[src/rtl/tcc_pkg.sv]
// Shared types and constants for the text console cursor engine.
package tcc_pkg;

    localparam int MaxColumns = 256;
    localparam int MaxRows    = 128;

    localparam int ColW   = 9;   // cursor column, holds 0..MaxColumns
    localparam int RowW   = 7;   // cursor row, 0..MaxRows-1
    localparam int CfgColW = 9;
    localparam int CfgRowW = 8;
    localparam int CfgDataW = 9;
    localparam int CfgIdxW = 2;
    localparam int CharW  = 8;
    localparam int ColorW = 24;
    localparam int OutColW = 8;

    localparam logic [CfgColW-1:0] ColLimit = CfgColW'(MaxColumns);
    localparam logic [CfgRowW-1:0] RowLimit = CfgRowW'(MaxRows);

    localparam logic [CfgColW-1:0] ColumnsReset = 9'd80;
    localparam logic [CfgRowW-1:0] RowsReset    = 8'd25;

    localparam logic [CharW-1:0] ChNewline   = 8'd10;
    localparam logic [CharW-1:0] ChBackspace = 8'd8;

    typedef enum logic [CfgIdxW-1:0] {
        CFG_COLUMNS = 2'd0,
        CFG_ROWS    = 2'd1,
        CFG_ENABLE  = 2'd2
    } cfg_idx_t;

    typedef enum logic {
        OP_PUT   = 1'b0,
        OP_CLEAR = 1'b1
    } opcode_t;

    typedef enum logic [1:0] {
        CMD_DRAW   = 2'd0,
        CMD_SCROLL = 2'd1,
        CMD_CLEAR  = 2'd2
    } cmd_t;

    typedef struct packed {
        logic [ColW-1:0] col;
        logic [RowW-1:0] row;
    } cursor_t;

    typedef struct packed {
        cmd_t               command;
        logic [CharW-1:0]   glyph;
        logic [OutColW-1:0] cell_column;
        logic [RowW-1:0]    cell_row;
        logic [ColorW-1:0]  draw_color;
        logic               last;
    } result_t;

    typedef struct packed {
        logic [CfgColW-1:0] columns;
        logic [CfgRowW-1:0] rows;
        logic               enable;
    } cfg_t;

    localparam result_t ResultBlank = '{
        command: CMD_DRAW, glyph: '0, cell_column: '0, cell_row: '0,
        draw_color: '0, last: 1'b0
    };

endpackage

[src/rtl/tcc_step.sv]
// Cursor update and command generation for one input beat.
module tcc_step (
    input  tcc_pkg::cfg_t                  cfg,
    input  tcc_pkg::cursor_t               cur,
    input  logic                           opcode,
    input  logic [tcc_pkg::CharW-1:0]      char_code,
    input  logic [tcc_pkg::ColorW-1:0]     ink_color,
    output tcc_pkg::cursor_t               cur_next,
    output tcc_pkg::result_t               res0,
    output tcc_pkg::result_t               res1,
    output logic [1:0]                     res_cnt
);
    import tcc_pkg::*;

    logic [CfgColW-1:0] ncol;
    logic [CfgRowW-1:0] nrow;
    logic [CfgRowW-1:0] nrow_m1;
    logic [CfgColW-1:0] ncol_m1;
    logic [CfgRowW-1:0] row_inc;
    logic [RowW-1:0]    row_c;
    logic [ColW-1:0]    col1;
    logic [RowW-1:0]    row1;
    logic               wrap;
    logic               scroll;
    result_t            draw;
    result_t            scr;

    always_comb begin
        ncol = cfg.columns;
        if (cfg.columns == '0)
            ncol = CfgColW'(1);
        else if (cfg.columns > ColLimit)
            ncol = ColLimit;
        nrow = cfg.rows;
        if (cfg.rows == '0)
            nrow = CfgRowW'(1);
        else if (cfg.rows > RowLimit)
            nrow = RowLimit;
        nrow_m1 = nrow - CfgRowW'(1);
        ncol_m1 = ncol - CfgColW'(1);

        // rows may have been lowered under the cursor
        row_c = ({1'b0, cur.row} >= nrow) ? nrow_m1[RowW-1:0] : cur.row;

        wrap    = (char_code == ChNewline) || (cur.col >= ncol);
        row_inc = {1'b0, row_c} + CfgRowW'(1);
        scroll  = wrap && (row_inc >= nrow);
        col1    = cur.col;
        row1    = row_c;
        if (wrap) begin
            col1 = '0;
            if (!scroll)
                row1 = row_inc[RowW-1:0];
        end

        scr = ResultBlank;
        scr.command = CMD_SCROLL;

        draw = ResultBlank;
        draw.command     = CMD_DRAW;
        draw.glyph       = char_code;
        draw.cell_column = col1[OutColW-1:0];
        draw.cell_row    = row1;
        draw.draw_color  = ink_color;
        draw.last        = 1'b1;

        cur_next = cur;
        res0     = ResultBlank;
        res1     = ResultBlank;
        res_cnt  = 2'd0;

        if (cfg.enable) begin
            if (opcode == OP_CLEAR) begin
                cur_next     = '0;
                res0         = ResultBlank;
                res0.command = CMD_CLEAR;
                res0.last    = 1'b1;
                res_cnt      = 2'd1;
            end else if (char_code == ChNewline || char_code == ChBackspace) begin
                cur_next.col = col1;
                cur_next.row = row1;
                if (char_code == ChBackspace) begin
                    if (col1 != '0) begin
                        cur_next.col = col1 - ColW'(1);
                    end else if (row1 != '0) begin
                        cur_next.col = ncol_m1;
                        cur_next.row = row1 - RowW'(1);
                    end
                end
                res0      = scr;
                res0.last = 1'b1;
                res_cnt   = scroll ? 2'd1 : 2'd0;
            end else begin
                cur_next.col = col1 + ColW'(1);
                cur_next.row = row1;
                if (scroll) begin
                    res0    = scr;
                    res1    = draw;
                    res_cnt = 2'd2;
                end else begin
                    res0    = draw;
                    res_cnt = 2'd1;
                end
            end
        end
    end

endmodule

[src/rtl/tcc_out_queue.sv]
// Four-entry result queue, takes up to two beats per cycle.
module tcc_out_queue (
    input  logic              aclk,
    input  logic              aresetn,
    input  logic [1:0]        push_cnt,
    input  tcc_pkg::result_t  push0,
    input  tcc_pkg::result_t  push1,
    output logic              has_room,
    output logic              m_valid,
    input  logic              m_ready,
    output tcc_pkg::result_t  head
);
    import tcc_pkg::*;

    localparam int Depth = 4;
    localparam int PtrW  = $clog2(Depth);

    result_t         mem_reg [Depth];
    logic [PtrW-1:0] wr_ptr_reg, wr_ptr_next;
    logic [PtrW-1:0] rd_ptr_reg, rd_ptr_next;
    logic [PtrW:0]   count_reg, count_next;
    logic            pop;
    logic [PtrW-1:0] wr_ptr_p1;

    assign m_valid   = (count_reg != '0);
    assign head      = mem_reg[rd_ptr_reg];
    assign pop       = m_valid && m_ready;
    // room for a two-beat item regardless of this cycle's pop
    assign has_room  = (count_reg <= (PtrW+1)'(Depth - 2));
    assign wr_ptr_p1 = wr_ptr_reg + PtrW'(1);

    always_comb begin
        wr_ptr_next = wr_ptr_reg + PtrW'(push_cnt);
        rd_ptr_next = pop ? rd_ptr_reg + PtrW'(1) : rd_ptr_reg;
        count_next  = count_reg + (PtrW+1)'(push_cnt) - (PtrW+1)'(pop);
    end

    always_ff @(posedge aclk) begin
        if (!aresetn) begin
            wr_ptr_reg <= '0;
            rd_ptr_reg <= '0;
            count_reg  <= '0;
        end else begin
            wr_ptr_reg <= wr_ptr_next;
            rd_ptr_reg <= rd_ptr_next;
            count_reg  <= count_next;
        end
    end

    always_ff @(posedge aclk) begin
        if (push_cnt != 2'd0)
            mem_reg[wr_ptr_reg] <= push0;
        if (push_cnt == 2'd2)
            mem_reg[wr_ptr_p1] <= push1;
    end

endmodule

[src/rtl/text_console_cursor_engine.sv]
// Top level of the text console cursor engine.
//
//  channel  dir  handshake          payload
//  s_       in   s_valid/s_ready    opcode, char_code, ink_color
//  m_       out  m_valid/m_ready    command, glyph, cell_column, cell_row,
//                                   draw_color, last
//  cfg_     in   cfg_wr_en          cfg_index, cfg_wdata
//
// One input beat per cycle: a beat is registered in the input registers,
// then the cursor logic runs on it and its zero, one or two results go into a
// four-entry output queue, which sets the rate when m_ready is held low.
// A registered beat moves on only while the queue has two free slots.
// Reset clears the cursor to the top left cell and loads the default
// config (80 columns, 25 rows, enabled); no clearing pass is needed.
module text_console_cursor_engine (
    input  logic                            aclk,
    input  logic                            aresetn,
    input  logic                            s_valid,
    output logic                            s_ready,
    input  logic                            s_opcode,
    input  logic [tcc_pkg::CharW-1:0]       s_char_code,
    input  logic [tcc_pkg::ColorW-1:0]      s_ink_color,
    output logic                            m_valid,
    input  logic                            m_ready,
    output logic [1:0]                      m_command,
    output logic [tcc_pkg::CharW-1:0]       m_glyph,
    output logic [tcc_pkg::OutColW-1:0]     m_cell_column,
    output logic [tcc_pkg::RowW-1:0]        m_cell_row,
    output logic [tcc_pkg::ColorW-1:0]      m_draw_color,
    output logic                            m_last,
    input  logic                            cfg_wr_en,
    input  logic [tcc_pkg::CfgIdxW-1:0]     cfg_index,
    input  logic [tcc_pkg::CfgDataW-1:0]    cfg_wdata
);
    import tcc_pkg::*;

    cfg_t               cfg_reg;
    cursor_t            cur_reg;
    cursor_t            cur_next;
    logic               in_vld_reg;
    logic               opcode_reg;
    logic [CharW-1:0]   char_reg;
    logic [ColorW-1:0]  color_reg;
    result_t            res0;
    result_t            res1;
    result_t            head;
    logic [1:0]         res_cnt;
    logic [1:0]         push_cnt;
    logic               has_room;
    logic               consume;

    assign consume  = in_vld_reg && has_room;
    assign s_ready  = !in_vld_reg || consume;
    assign push_cnt = consume ? res_cnt : 2'd0;

    always_ff @(posedge aclk) begin
        if (!aresetn) begin
            cfg_reg.columns <= ColumnsReset;
            cfg_reg.rows    <= RowsReset;
            cfg_reg.enable  <= 1'b1;
        end else if (cfg_wr_en) begin
            unique case (cfg_index)
                CFG_COLUMNS: cfg_reg.columns <= cfg_wdata[CfgColW-1:0];
                CFG_ROWS:    cfg_reg.rows    <= cfg_wdata[CfgRowW-1:0];
                CFG_ENABLE:  cfg_reg.enable  <= cfg_wdata[0];
                default: ;
            endcase
        end
    end

    always_ff @(posedge aclk) begin
        if (!aresetn) begin
            in_vld_reg <= 1'b0;
            cur_reg    <= '0;
        end else begin
            if (s_ready)
                in_vld_reg <= s_valid;
            if (consume)
                cur_reg <= cur_next;
        end
    end

    always_ff @(posedge aclk) begin
        if (s_valid && s_ready) begin
            opcode_reg <= s_opcode;
            char_reg   <= s_char_code;
            color_reg  <= s_ink_color;
        end
    end

    tcc_step u_step (
        .cfg       (cfg_reg),
        .cur       (cur_reg),
        .opcode    (opcode_reg),
        .char_code (char_reg),
        .ink_color (color_reg),
        .cur_next  (cur_next),
        .res0      (res0),
        .res1      (res1),
        .res_cnt   (res_cnt)
    );

    tcc_out_queue u_queue (
        .aclk     (aclk),
        .aresetn  (aresetn),
        .push_cnt (push_cnt),
        .push0    (res0),
        .push1    (res1),
        .has_room (has_room),
        .m_valid  (m_valid),
        .m_ready  (m_ready),
        .head     (head)
    );

    assign m_command     = head.command;
    assign m_glyph       = head.glyph;
    assign m_cell_column = head.cell_column;
    assign m_cell_row    = head.cell_row;
    assign m_draw_color  = head.draw_color;
    assign m_last        = head.last;

endmodule
[config.mk]
export PLATFORM = sky130hd
export DESIGN_NAME = text_console_cursor_engine
export DESIGN_NICKNAME = d
export VERILOG_FILES = /design/src/rtl/tcc_pkg.sv /design/src/rtl/tcc_step.sv /design/src/rtl/tcc_out_queue.sv /design/src/rtl/text_console_cursor_engine.sv
export SDC_FILE = /design/constraint.sdc
export NUM_CORES = 1
export LEC_CHECK = 0
export ABC_AREA = 1
export ABC_CLOCK_PERIOD_IN_PS = 6790
export CAP_MARGIN = 20
export CORE_MARGIN = 2
export CORE_UTILIZATION = 64
export CTS_CLUSTER_SIZE = 25
export DETAILED_ROUTE_END_ITERATION = 12
export DONT_BUFFER_PORTS = 1
export GPL_TIMING_DRIVEN = 0
export MAX_ROUTING_LAYER = met4
export PLACE_DENSITY = 0.8
export RECOVER_POWER = 25
export SLEW_MARGIN = 20
export SYNTH_ARGS = -nofsm -noshare
export SYNTH_HDL_FRONTEND = slang
export SYNTH_SLANG_ARGS = --single-unit
[constraint.sdc]
create_clock -name aclk -period 6.79 [get_ports aclk]
set_input_delay 0.3395 -clock aclk [delete_from_list [all_inputs] [get_ports aclk]]
set_output_delay 0.3395 -clock aclk [all_outputs]
set_load 0.05 [all_outputs]
## Word level (Yosys, flattened, before mapping)

Memory sizes are Yosys's and may differ from the RTL's. A register that Yosys moved wholly into a read port is not among the register bits.
Cells that the tools add are included.

| operators by class | value |
|---|---|
| bitwise operators | 0 |
| reduce and logical (&&, ||, !) cells | 19 |
| equal/unequal tests | 5 |
| div/mod/pow operators | 0 |
| multipliers | 0 |
| order comparisons | 6 |
| add/sub/neg operators | 11 |
| shift operators | 0 |
| mux-type cells | 34 |

Operators by type and width:

| cell | count |
|---|---|
| 50-bit 2-to-1 mux | 6 |
| 16-bit 2-to-1 mux | 4 |
| 49-bit 2-to-1 mux | 1 |
| 48-bit 2-to-1 mux | 1 |
| 9-bit 2-to-1 mux | 4 |
| 7-bit 2-to-1 mux | 4 |
| 9-bit by 1-bit subtractor with 9-bit output (second input constant) | 2 |
| 8-bit by 4-bit == test with 1-bit output (second input constant) | 2 |
| 8-bit 2-to-1 mux | 2 |
| 2-bit 2-to-1 mux | 7 |
| 7-bit by 1-bit subtractor with 7-bit output (second input constant) | 2 |
| 9-bit by 1-bit adder with 9-bit output (second input constant) | 1 |
| 9-bit greater-or-equal comparator | 1 |
| 9-bit > comparator (second input constant) | 1 |
| 9-bit logical NOT | 1 |
| 9-bit nonzero test | 1 |
| 7-bit by 1-bit adder with 8-bit output (second input constant) | 1 |
| 7-bit by 8-bit greater-or-equal comparator with 1-bit output | 1 |
| 8-bit greater-or-equal comparator | 1 |
| 8-bit > comparator (second input constant) | 1 |
| 8-bit logical NOT | 1 |
| 2-bit AND reduction | 4 |
| 7-bit nonzero test | 1 |
| 1-bit 2-to-1 mux | 5 |
| 13 further kinds | 20 |

| word-level totals | value |
|---|---|
| input port bits | 49 |
| memories kept | 1 |
| ROM bits | 0 |
| bits in latches | 0 |
| bits in registers | 75 |
| bits in writable memories | 200 |
| output and inout port bits | 52 |

Memory list:

| name | depth | bits a word | rd ports | clocked after memory_dff | wr ports | line | RTL |
|---|---|---|---|---|---|---|---|
| u_queue.mem_reg | 4 | 50 | 1 | 1 | 2 | tcc_out_queue.sv:18 | `result_t mem_reg [Depth];` |

## Logic depth before layout (Yosys ltp)

Gate-level depths: netlist of run 1.

| depth | value |
|---|---|
| depth after elaboration | 16 |
| gate-level depth with buffers | 42 |

## Modules after synthesis

A second synthesis of run 1 with hierarchy kept.

| second synthesis, totals | value |
|---|---|
| cell total of the unflattened synthesis | 1863 |
| area total of the unflattened synthesis | 15756.4 um2 |

Modules (own cells, without submodules):

| module | sequential area each (um2) | area an instance (um2) | cells each | times used |
|---|---|---|---|---|
| tcc_out_queue | 6185.9 | 10263.6 | 1049 | 1 |
| tcc_step | 0.0 | 3104.2 | 593 | 1 |
| text_console_cursor_engine | 1691.6 | 2388.5 | 221 | 1 |

## Least setup slack after synthesis of run 1

No wires, ideal clock.

| timing | value |
|---|---|
| path type | register -> register |
| start point | reg cfg_reg[5] in the netlist's numbering |
| end point | mem u_queue.mem_reg[3][0] in the netlist's numbering (enable) |
| path slack | 718 ps |
| data arrival time | 5666 ps |
| path buffers | 3 |
| setup time | 407 ps |
| data required time | 6383 ps |
| cell stages (with the launch flop) | 34 |
| clock period less this slack | 6072 ps |
| path through | dfxtp_1 -> nor2_1 -> nand2_1 -> o21ai_1 -> nand2_1 -> ha_1 -> a21oi_1 -> nor2_2 -> a21oi_4 -> nand2_2 -> buf_6 -> nand2_2 -> nand2_2 -> ha_1 -> inv_1 -> nor2_4 -> nand3_4 -> o21ai_1 -> nand2_1 -> inv_1 -> ha_1 -> nand2_1 -> nor2_1 -> nand4_1 -> o2111ai_1 -> nand2_1 -> ha_1 -> a21oi_1 -> nor2_1 -> nor2_1 -> inv_1 -> clkbuf_1 -> clkbuf_1 -> nand2_1 |

RTL lines:

| item | line | RTL |
|---|---|---|
| start: declaration | text_console_cursor_engine.sv:37 | `cfg_t cfg_reg;` |
| end: declaration | tcc_out_queue.sv:18 |  |

==> flow_metrics.env, run 1 <==
export IMPL_antenna_found_initial=0
export IMPL_rr_startpoint="cfg_reg[6]$_SDFFE_PN0P_"
export IMPL_setup_violations_final=0
export IMPL_crit_required_ps=7060
export IMPL_syn_inst=1501
export IMPL_ff2ff_path_depth=36
export IMPL_final_max_slew_viol_count=27
export IMPL_synth_top_area_share_pct=47.7
export IMPL_rsz0062_at_grt="true"
export IMPL_drive_above_1_share_pct=7.91
export IMPL_worst_path_buf_inv=8
export IMPL_ys_warn_count=0
export IMPL_drt_pass1_iterations=6
export IMPL_synth_seq_area_share_pct=55.0
export IMPL_io_buffers=0
export IMPL_dp_cells=1787
export IMPL_async_flop_share_pct=0
export IMPL_numCtsBuffers=28
export IMPL_hold_start="cfg_wdata[7]"
export IMPL_relSlewSlack_pct=-21.4
export IMPL_min_path_cells=2
export IMPL_worstMarginPinSlew_ps=1820
export IMPL_p_per_area_nw_per_um2=308
export IMPL_die_w_um=153
export IMPL_finalCriticalPeriod_ps=6350
export IMPL_dieHeight_um=153
export IMPL_cts_root_buf="clkbuf_16"
export IMPL_worstSetupPathType="flip-flop to flip-flop"
export IMPL_wl_mm=40.6
export IMPL_syn_avg_cell_area_um2=9.44
export IMPL_wire_per_inst_um=21.5
export IMPL_nFillCells=1507
export IMPL_arrival_ps=6620
export IMPL_holdWs_ps=24.3
export IMPL_post_route_util_pct=73.8
export IMPL_p_total_mw=4.95
export IMPL_start_util_pct=65.2
export IMPL_die_area_um2=23400
export IMPL_cp_end_kind="flip-flop"
export IMPL_finalHoldViolCount=0
export IMPL_fin_crit_sh_pct=93.6
export IMPL_syn_to_final_growth_pct=13.2
export IMPL_via_per_inst=6.62
export IMPL_fmax_ghz=0.157
export IMPL_grt_max_degree=49
export IMPL_drt_iter0_markers=1577
export IMPL_ctsLongestPathBuffers=3
export IMPL_cts_sinks=277
export IMPL_crit_path_max_fanout=41
export IMPL_tns_ps=0
export IMPL_rows=54
export IMPL_nets=1673
export IMPL_clk_pin_slew_ps=60
export IMPL_status="finished, violations left"
export IMPL_ios=101
export IMPL_grt_total_usage_pct=34.4
export IMPL_hpwl_mm=25.5
export IMPL_synth_edf_count=225
export IMPL_synth_most_common_cell="edfxtp_1"
export IMPL_cpMostUsedCell="nand2_1"
export IMPL_skew_ps=30.4
export IMPL_slowest_stage="clkbuf_1"
export IMPL_syn_nets=1588
export IMPL_hold_class="primary input to flip-flop"
export IMPL_synth_cell_types=52
export IMPL_largest_reg_flops=200
export IMPL_cpPeakStageDelay_ps=490
export IMPL_design_area_um2=16100
export IMPL_synth_seq_cells=277
export IMPL_cp_startpoint="cfg_reg[6]$_SDFFE_PN0P_"
export IMPL_via_count=12500
export IMPL_grt_pass1_vias=11800
export IMPL_cap_violations=1
export IMPL_drtAntennaViolNets=0
export IMPL_place_ws_ps=68.5
export IMPL_place_gp_congestion=0.927
export IMPL_yosys_top_cells_count="edfxtp_1 (225), nand2_1 (222), o22ai_1 (206)"
export IMPL_finalNonFillerCells=1886
export IMPL_setup_slack_ps=437
export IMPL_power_leakage_nw=5.70
export IMPL_htreeDepth=1
export IMPL_cp_top_family="simple AND/OR/NAND/NOR gates"
export IMPL_grt_pass1_wl_mm=61.8
export IMPL_synth_top_cell_by_area="edfxtp_1"
export IMPL_antenna_cells=0
export IMPL_cts_tree="done"
export IMPL_startpoint_type="flip-flop"
export IMPL_core_um2=21800
export IMPL_synth_area_leaders="edfxtp_1 (48%), o22ai_1 (9.1%), dfxtp_1 (7.3%)"
export IMPL_violations="capacitance limit, slew limit"
export IMPL_syn_area_um2=14200
export IMPL_rrSetupSlack_ps=440
export IMPL_cp_num_cells=36
export IMPL_overflow=0
export IMPL_yosys_most_used_dff="edfxtp_1"
export IMPL_postPlaceCellArea_um2=14700
export IMPL_drc=0
export IMPL_peakVddDrop_v=0.000202
export IMPL_clk_latency_ps=570
[worst reg2reg max path: cells and delay by family, from the launching register on]
family / cells / cell delay, ps
AOI/OAI and AO/OA: 5 / 910
adders and majority gates: 4 / 1040
DFF: 1 / 320
and+or+nand+nor: 19 / 2140
buffers and inverters: 8 / 1620
[where the power goes]
part / total, mW / switching, mW / internal [mW]
logic: 1.43 / 1.17 / 0.259
clock network: 1.52 / 0.661 / 0.857
registers: 2.00 / 0.0571 / 1.94
total: 4.95 / 1.89 / 3.06
[path summary, 6_finish.rpt]
kind,endpoint
max,u_queue.mem_reg[0][20]$_DFFE_PP_
min,cfg_reg[8]$_SDFFE_PN0P_
max reg2reg,u_queue.mem_reg[0][20]$_DFFE_PP_
min reg2reg,cfg_reg[2]$_SDFFE_PN0P_
[repair_timing]
action                     CTS  global route
hold buffers                45             0
setup buffers                0             2
setup endpoints to repair    0           185
resized for setup            0            23
hold endpoints to repair    54             0
[metal layers]
layer  up-vias  track usage, %  wire (um)
li1       5574               -          -
met2       974            54.6      18800
met1      5755            44.1      14800
met4         0            14.5       1800
met5         -               -          0
met3       173            6.10       5160
[cell families after synthesis]
group	count (synthesis)	share of synthesized area [%]
adder cells (fa/ha/maj)	38	3.41
flip-flops	277	55.0
AND/OR/NAND/NOR	540	17.4
XOR/XNOR	19	1.23
AO/OA/AOI/OAI	432	17.7
buffers and inverters	195	5.29
[area by class of cell]
cell class	count	area (um^2)	share of cell area [%]
well taps	280	350	2.18
inverters	114	435	2.71
multi-input cells	1031	5720	35.6
plain buffers	81	323	2.01
repair buffers	53	532	3.31
clock buffers	36	751	4.68
flip-flops and latches	277	7800	48.6
clock inverters	14	144	0.896
[layout by cell type (no fill, tap or decap), types with 6 or more instances in the layout]
master         instances
nor2_1               201
clkbuf_16             28
nand4_1               10
inv_2                  8
nor2_4                 8
nand3_2                8
dfxtp_1               52
edfxtp_1             225
nand2_2               15
o21ai_0              144
nand2_4                9
o21ai_1                6
o22ai_1              206
inv_1                100
nor3_1                 9
clkbuf_1              78
clkinv_1              10
nand3_1               37
dlygate4sd3_1         45
xor2_1                15
ha_1                  37
nand2_1              218
o211ai_1               7
a21oi_1               53
Note: power is estimated with default switching activity, not from simulation.
==> run 2, diff against run 1 <==
Settings changed: PLACE_DENSITY 0.8 to unset, PLACE_DENSITY_LB_ADDON set to 0.3.
==> flow_metrics.env, run 2 (synthesis gave the netlist of run 1 again) <==
export IMPL_syn_to_final_growth_pct=13.5
export IMPL_drt_iter0_markers=1677
export IMPL_ios=101
export IMPL_via_per_inst=6.62
export IMPL_crit_path_max_fanout=28
export IMPL_htreeDepth=1
export IMPL_peakVddDrop_v=0.000240
export IMPL_multi_input_area_um2=5730
export IMPL_rr_startpoint="cfg_reg[3]$_SDFFE_PN0P_"
export IMPL_rrSetupSlack_ps=390
export IMPL_slowest_stage="dfxtp_1"
export IMPL_skew_ps=22.8
export IMPL_drive_above_1_share_pct=8.51
export IMPL_nets=1674
export IMPL_rows=54
export IMPL_relSlewSlack_pct=-13.4
export IMPL_tns_ps=0
export IMPL_wl_met2_mm=19.7
export IMPL_hpwl_mm=26.4
export IMPL_die_w_um=153
export IMPL_overflow=0
export IMPL_grt_pass1_wl_mm=63.5
export IMPL_ctsLongestPathBuffers=3
export IMPL_status="finished, violations left"
export IMPL_setup_slack_ps=394
export IMPL_start_util_pct=65.2
export IMPL_antenna_cells=0
export IMPL_dieHeight_um=153
export IMPL_place_ws_ps=-76.3
export IMPL_setup_violations_final=0
export IMPL_die_area_um2=23400
export IMPL_crit_end="u_queue.mem_reg[3][42]$_DFFE_PP_"
export IMPL_ff2ff_path_depth=33
export IMPL_cp_end_kind="flip-flop"
export IMPL_cp_startpoint="cfg_reg[3]$_SDFFE_PN0P_"
export IMPL_place_gp_congestion=0.911
export IMPL_final_max_slew_viol_count=26
export IMPL_worstSetupPathType="flip-flop to flip-flop"
export IMPL_worstMarginPinSlew_ps=1700
export IMPL_final_seq_area_um2=7800
export IMPL_r2r_end="u_queue.mem_reg[3][42]$_DFFE_PP_"
export IMPL_wire_per_inst_um=22.1
export IMPL_cts_tree="done"
export IMPL_cpMostUsedCell="nand2_1"
export IMPL_hold_class="primary input to flip-flop"
export IMPL_drtAntennaViolNets=0
export IMPL_power_leakage_nw=5.72
export IMPL_fin_crit_sh_pct=94.2
export IMPL_fmax_ghz=0.156
export IMPL_arrival_ps=6660
export IMPL_drc=0
export IMPL_crit_required_ps=7060
export IMPL_cts_sinks=277
export IMPL_p_per_area_nw_per_um2=308
export IMPL_wl_met3_mm=4.96
export IMPL_core_um2=21800
export IMPL_numCtsBuffers=29
export IMPL_top_layer_used="met4"
export IMPL_drt_pass1_iterations=8
export IMPL_cpPeakStageDelay_ps=340
export IMPL_layout_commonest_cell="edfxtp_1"
export IMPL_final_cell_mix="edfxtp_1 (225), nand2_1 (217), o22ai_1 (206), nor2_1 (200), o21ai_0 (144)"
export IMPL_finalCriticalPeriod_ps=6400
export IMPL_cap_violations=1
export IMPL_post_route_util_pct=73.9
export IMPL_grt_max_degree=49
export IMPL_grt_pass1_vias=11800
export IMPL_grt_total_usage_pct=35.2
export IMPL_via_count=12500
export IMPL_largest_reg_flops=200
export IMPL_finalHoldViolCount=0
export IMPL_clk_latency_ps=580
export IMPL_violations="capacitance limit, slew limit"
export IMPL_nFillCells=1524
export IMPL_drt_met1_wl_mm=15.3
export IMPL_io_buffers=0
export IMPL_antenna_found_initial=0
export IMPL_cts_root_buf="clkbuf_16"
export IMPL_startpoint_type="flip-flop"
export IMPL_clk_pin_slew_ps=70
export IMPL_wl_mm=41.8
-- run 2: cell types whose count changed in the layout (fill, tap and decap cells not counted), moves of 2 or more --
cell and change:
inv_6 +2, clkbuf_1 -4, clkbuf_16 +2, buf_4 +2
clkinv_2 +2, bufinv_16 -2, dlygate4sd3_1 +2
-- run 2: layout make-up --
| cell class | count | area share (%) |
|---|---|---|
| inverter | 114 | 2.73 |
| sequential | 277 | 48.5 |
| buffer | 77 | 1.92 |
| clock buffer | 38 | 4.92 |
| timing repair buffer | 57 | 3.52 |
| tap | 280 | 2.18 |
| multi-input combinational | 1031 | 35.6 |
| clock inverter | 16 | 0.630 |
-- run 2: timing repair --
action / CTS / global route
hold endpoints to repair: 51 / 0
gates cloned: 0 / 2
setup buffers: 0 / 4
gates resized for setup: 3 / 26
pin swaps: 0 / 2
setup endpoints to repair: 43 / 201
hold buffers: 47 / 0
-- run 2: worst min-delay path by stage --
stage	from	cells after the start	end
after floorplan	u_queue.rd_ptr_reg[1]$_SDFFE_PN0P_	2	flip-flop
after global placement	s_ink_color[0]	0	color_reg[0]$_DFFE_PP_
after detailed placement	s_ink_color[7]	0	color_reg[7]$_DFFE_PP_
after CTS	cfg_wdata[7]	2	cfg_reg[16]$_SDFFE_PN0P_
after global routing	cfg_wdata[6]	2	cfg_reg[7]$_SDFFE_PN0P_
final	cfg_wdata[7]	2	cfg_reg[16]$_SDFFE_PN0P_
-- run 2: stage by stage --
stage               hold slack [ps]  power [mW]  cells  cell area (um^2)
finish                         3.97        4.95   1890             16100
global route                   17.6        5.07   1890             16100
CTS                            5.20        4.91   1888             16000
detailed placement              438        3.40   1787             14700
global placement                438        3.35   1781             14500
floorplan                       436        3.09   1501             14200
-- run 2: worst max-delay path, delay by kind of cell, from the launching register on --
| kind | cells | cell delay (ps) |
|---|---|---|
| AOI/OAI and AO/OA | 6 | 1220 |
| adders and majority gates | 4 | 1170 |
| buffers and inverters | 6 | 1180 |
| DFF | 1 | 340 |
| and+or+nand+nor | 17 | 2170 |
-- run 2: per-layer routing --
layer,GRT usage [%],up-vias
met5,-,-
met4,13.1,0
met3,6.07,175
met2,55.9,998
met1,46.0,5774
li1,-,5571
-- run 2: power by group --
group	total, mW	switching [mW]	internal, mW
Combinational	1.43	1.17	0.256
Sequential	2.01	0.0628	1.94
Clock	1.52	0.693	0.826
==> run 3, diff against run 2 <==
--- a/config.mk
+++ b/config.mk
@@ -11,4 +11,5 @@
 export CORE_MARGIN = 2
 export CORE_UTILIZATION = 64
+export CTS_CLUSTER_DIAMETER = 100
 export CTS_CLUSTER_SIZE = 25
 export DETAILED_ROUTE_END_ITERATION = 12
==> constraint.sdc (replaced) <==
create_clock -name aclk -period 6.79 [get_ports aclk]
set_input_delay 0.3395 -clock aclk [delete_from_list [all_inputs] [get_ports aclk]]
set_output_delay 0.3395 -clock aclk [all_outputs]
set_load 0.1 [all_outputs]
==> flow_metrics.env, run 3 (synthesis gave the netlist of run 1 again) <==
export IMPL_largest_reg_flops=200
export IMPL_switchingPower_mw=2.31
export IMPL_layout_commonest_cell="edfxtp_1"
export IMPL_cts_root_buf="clkbuf_16"
export IMPL_rrSetupSlack_ps=410
export IMPL_overflow=0
export IMPL_final_max_slew_viol_count=73
export IMPL_ctsLongestPathBuffers=3
export IMPL_peakVddDrop_v=0.000236
export IMPL_post_route_util_pct=71.5
export IMPL_io_buffers=0
export IMPL_setup_violations_final=0
export IMPL_relSlewSlack_pct=-48.1
export IMPL_holdWs_ps=-7.78
export IMPL_nets=1648
export IMPL_p_int_mw=2.62
export IMPL_cap_violations=48
export IMPL_cts_sinks=277
export IMPL_cts_tree="done"
export IMPL_drt_pass1_iterations=6
export IMPL_place_gp_congestion=0.911
export IMPL_finalNonFillerCells=1850
export IMPL_cpPeakStageDelay_ps=350
export IMPL_drtAntennaViolNets=0
export IMPL_ios=101
export IMPL_fin_crit_sh_pct=93.9
export IMPL_grt_pass1_vias=11700
export IMPL_via_count=12300
export IMPL_startpoint_type="flip-flop"
export IMPL_crit_path_max_fanout=38
export IMPL_dieHeight_um=153
export IMPL_rows=54
export IMPL_rsz0062_at_grt="false"
export IMPL_setup_slack_ps=414
export IMPL_die_area_um2=23400
export IMPL_wl_mm=40.5
export IMPL_grt_pass1_wl_mm=61.5
export IMPL_start_util_pct=65.2
export IMPL_drc=0
export IMPL_htreeDepth=1
export IMPL_crit_required_ps=6980
export IMPL_cp_end_kind="flip-flop"
export IMPL_slowest_stage="dfxtp_1"
export IMPL_wire_per_inst_um=21.9
export IMPL_hold_class="primary input to flip-flop"
export IMPL_comb_power_share_pct=39.5
export IMPL_grt_max_degree=49
export IMPL_final_cell_mix="edfxtp_1 (225), nand2_1 (218), o22ai_1 (203), nor2_1 (200), o21ai_0 (144)"
export IMPL_violations="hold timing, capacitance limit, slew limit"
export IMPL_worstSetupPathType="flip-flop to flip-flop"
export IMPL_antenna_cells=0
export IMPL_status="finished, violations left"
export IMPL_cpMostUsedCell="nand2_1"
export IMPL_fmax_ghz=0.157
export IMPL_core_um2=21800
export IMPL_dp_cells=1784
export IMPL_via_per_inst=6.62
export IMPL_die_w_um=153
export IMPL_syn_to_final_growth_pct=9.72
export IMPL_skew_ps=36.3
export IMPL_arrival_ps=6560
export IMPL_p_sw_share_pct=46.9
export IMPL_hpwl_mm=26.6
export IMPL_worstMarginPinSlew_ps=2250
export IMPL_cts_setup_buffers=0
export IMPL_clockPowerShare_pct=19.9
export IMPL_nFillCells=1565
export IMPL_finalCriticalPeriod_ps=6380
export IMPL_numCtsBuffers=15
export IMPL_grt_total_usage_pct=34.2
export IMPL_place_ws_ps=-1.67
export IMPL_finalHoldViolCount=1
export IMPL_antenna_found_initial=0
export IMPL_power_frac_seq_pct=40.6
export IMPL_p_per_area_nw_per_um2=317
export IMPL_clk_pin_slew_ps=110
export IMPL_clk_latency_ps=510
export IMPL_power_leakage_nw=5.45
export IMPL_tns_ps=0
export IMPL_drive_above_1_share_pct=7.13
export IMPL_drt_iter0_markers=1666
-- run 3: cell types whose count changed in the layout (fill, tap and decap cells not counted), moves of 2 or more --
cell	previous run	this run
buf_2	5	3
clkbuf_16	30	15
clkinvlp_4	2	0
o22ai_1	206	203
o22ai_2	0	3
buf_4	5	0
clkbuf_2	5	7
dlygate4sd3_1	47	41
clkinv_2	5	0
clkinv_1	9	3
-- run 3: routing by layer --
| metal | vias up | wire length (um) | part of all wire [%] | GRT usage, % |
|---|---|---|---|---|
| li1 | 5503 | - | - | - |
| met2 | 894 | 19400 | 48 | 54.3 |
| met1 | 5739 | 15100 | 37 | 44.3 |
| met5 | - | 0 | 0 | - |
| met3 | 118 | 4760 | 12 | 6.69 |
| met4 | 0 | 1230 | 3.0 | 12.4 |
-- run 3: critical path: cells and delay by family (launching register included) --
kind,cells,cell delay [ps]
adder cells (fa/ha/maj),4,1000
AND/OR/NAND/NOR,19,2360
buffers and inverters,8,1420
AO/OA/AOI/OAI,5,910
flip-flops,1,350
-- run 3: path summary, 6_finish.rpt --
path / startpoint / endpoint / depth (start not counted)
max: cfg_reg[4]$_SDFFE_PN1P_ / u_queue.mem_reg[0][13]$_DFFE_PP_ / 36
min: s_valid / in_vld_reg$_SDFFE_PN0N_ / 2
max reg2reg: cfg_reg[4]$_SDFFE_PN1P_ / u_queue.mem_reg[0][13]$_DFFE_PP_ / 36
min reg2reg: u_queue.rd_ptr_reg[1]$_SDFFE_PN0P_ / u_queue.rd_ptr_reg[1]$_SDFFE_PN0P_ / 2
-- run 3: layout make-up --
type | instances | area, um^2 | area share, %
clock inverters | 3 | 36.3 | 0.233
clock buffers | 23 | 405 | 2.61
multi-input cells | 1031 | 5750 | 37.0
flip-flops and latches | 277 | 7800 | 50.1
inverters | 114 | 435 | 2.80
repair buffers | 44 | 462 | 2.97
well taps | 280 | 350 | 2.25
plain buffers | 78 | 317 | 2.04
-- run 3: stage by stage --
stage          area, um^2  total power, mW
2_1_floorplan       14200             3.64
3_3_place_gp        14500             3.89
3_5_place_dp        15000             4.03
4_1_cts             15800             5.00
5_1_grt             15600             5.07
6_report            15600             4.94
-- run 3: what timing repair did --
item,4_1_cts,5_1_grt
endpoints found under the setup margin,76,202
endpoints found under the hold margin,44,0
hold buffers,41,0
gates cloned,0,2
pin swaps,0,2
resized for setup,2,29
-- run 3: power by group through the flow --
stage | clock network [mW] | logic (mW) | registers, mW
floorplan | 0 | 1.62 | 2.02
global placement | 0 | 1.86 | 2.04
detailed placement | 0 | 2.00 | 2.04
CTS | 0.981 | 2.02 | 2.00
global route | 1.04 | 2.02 | 2.01
finish | 0.981 | 1.95 | 2.00
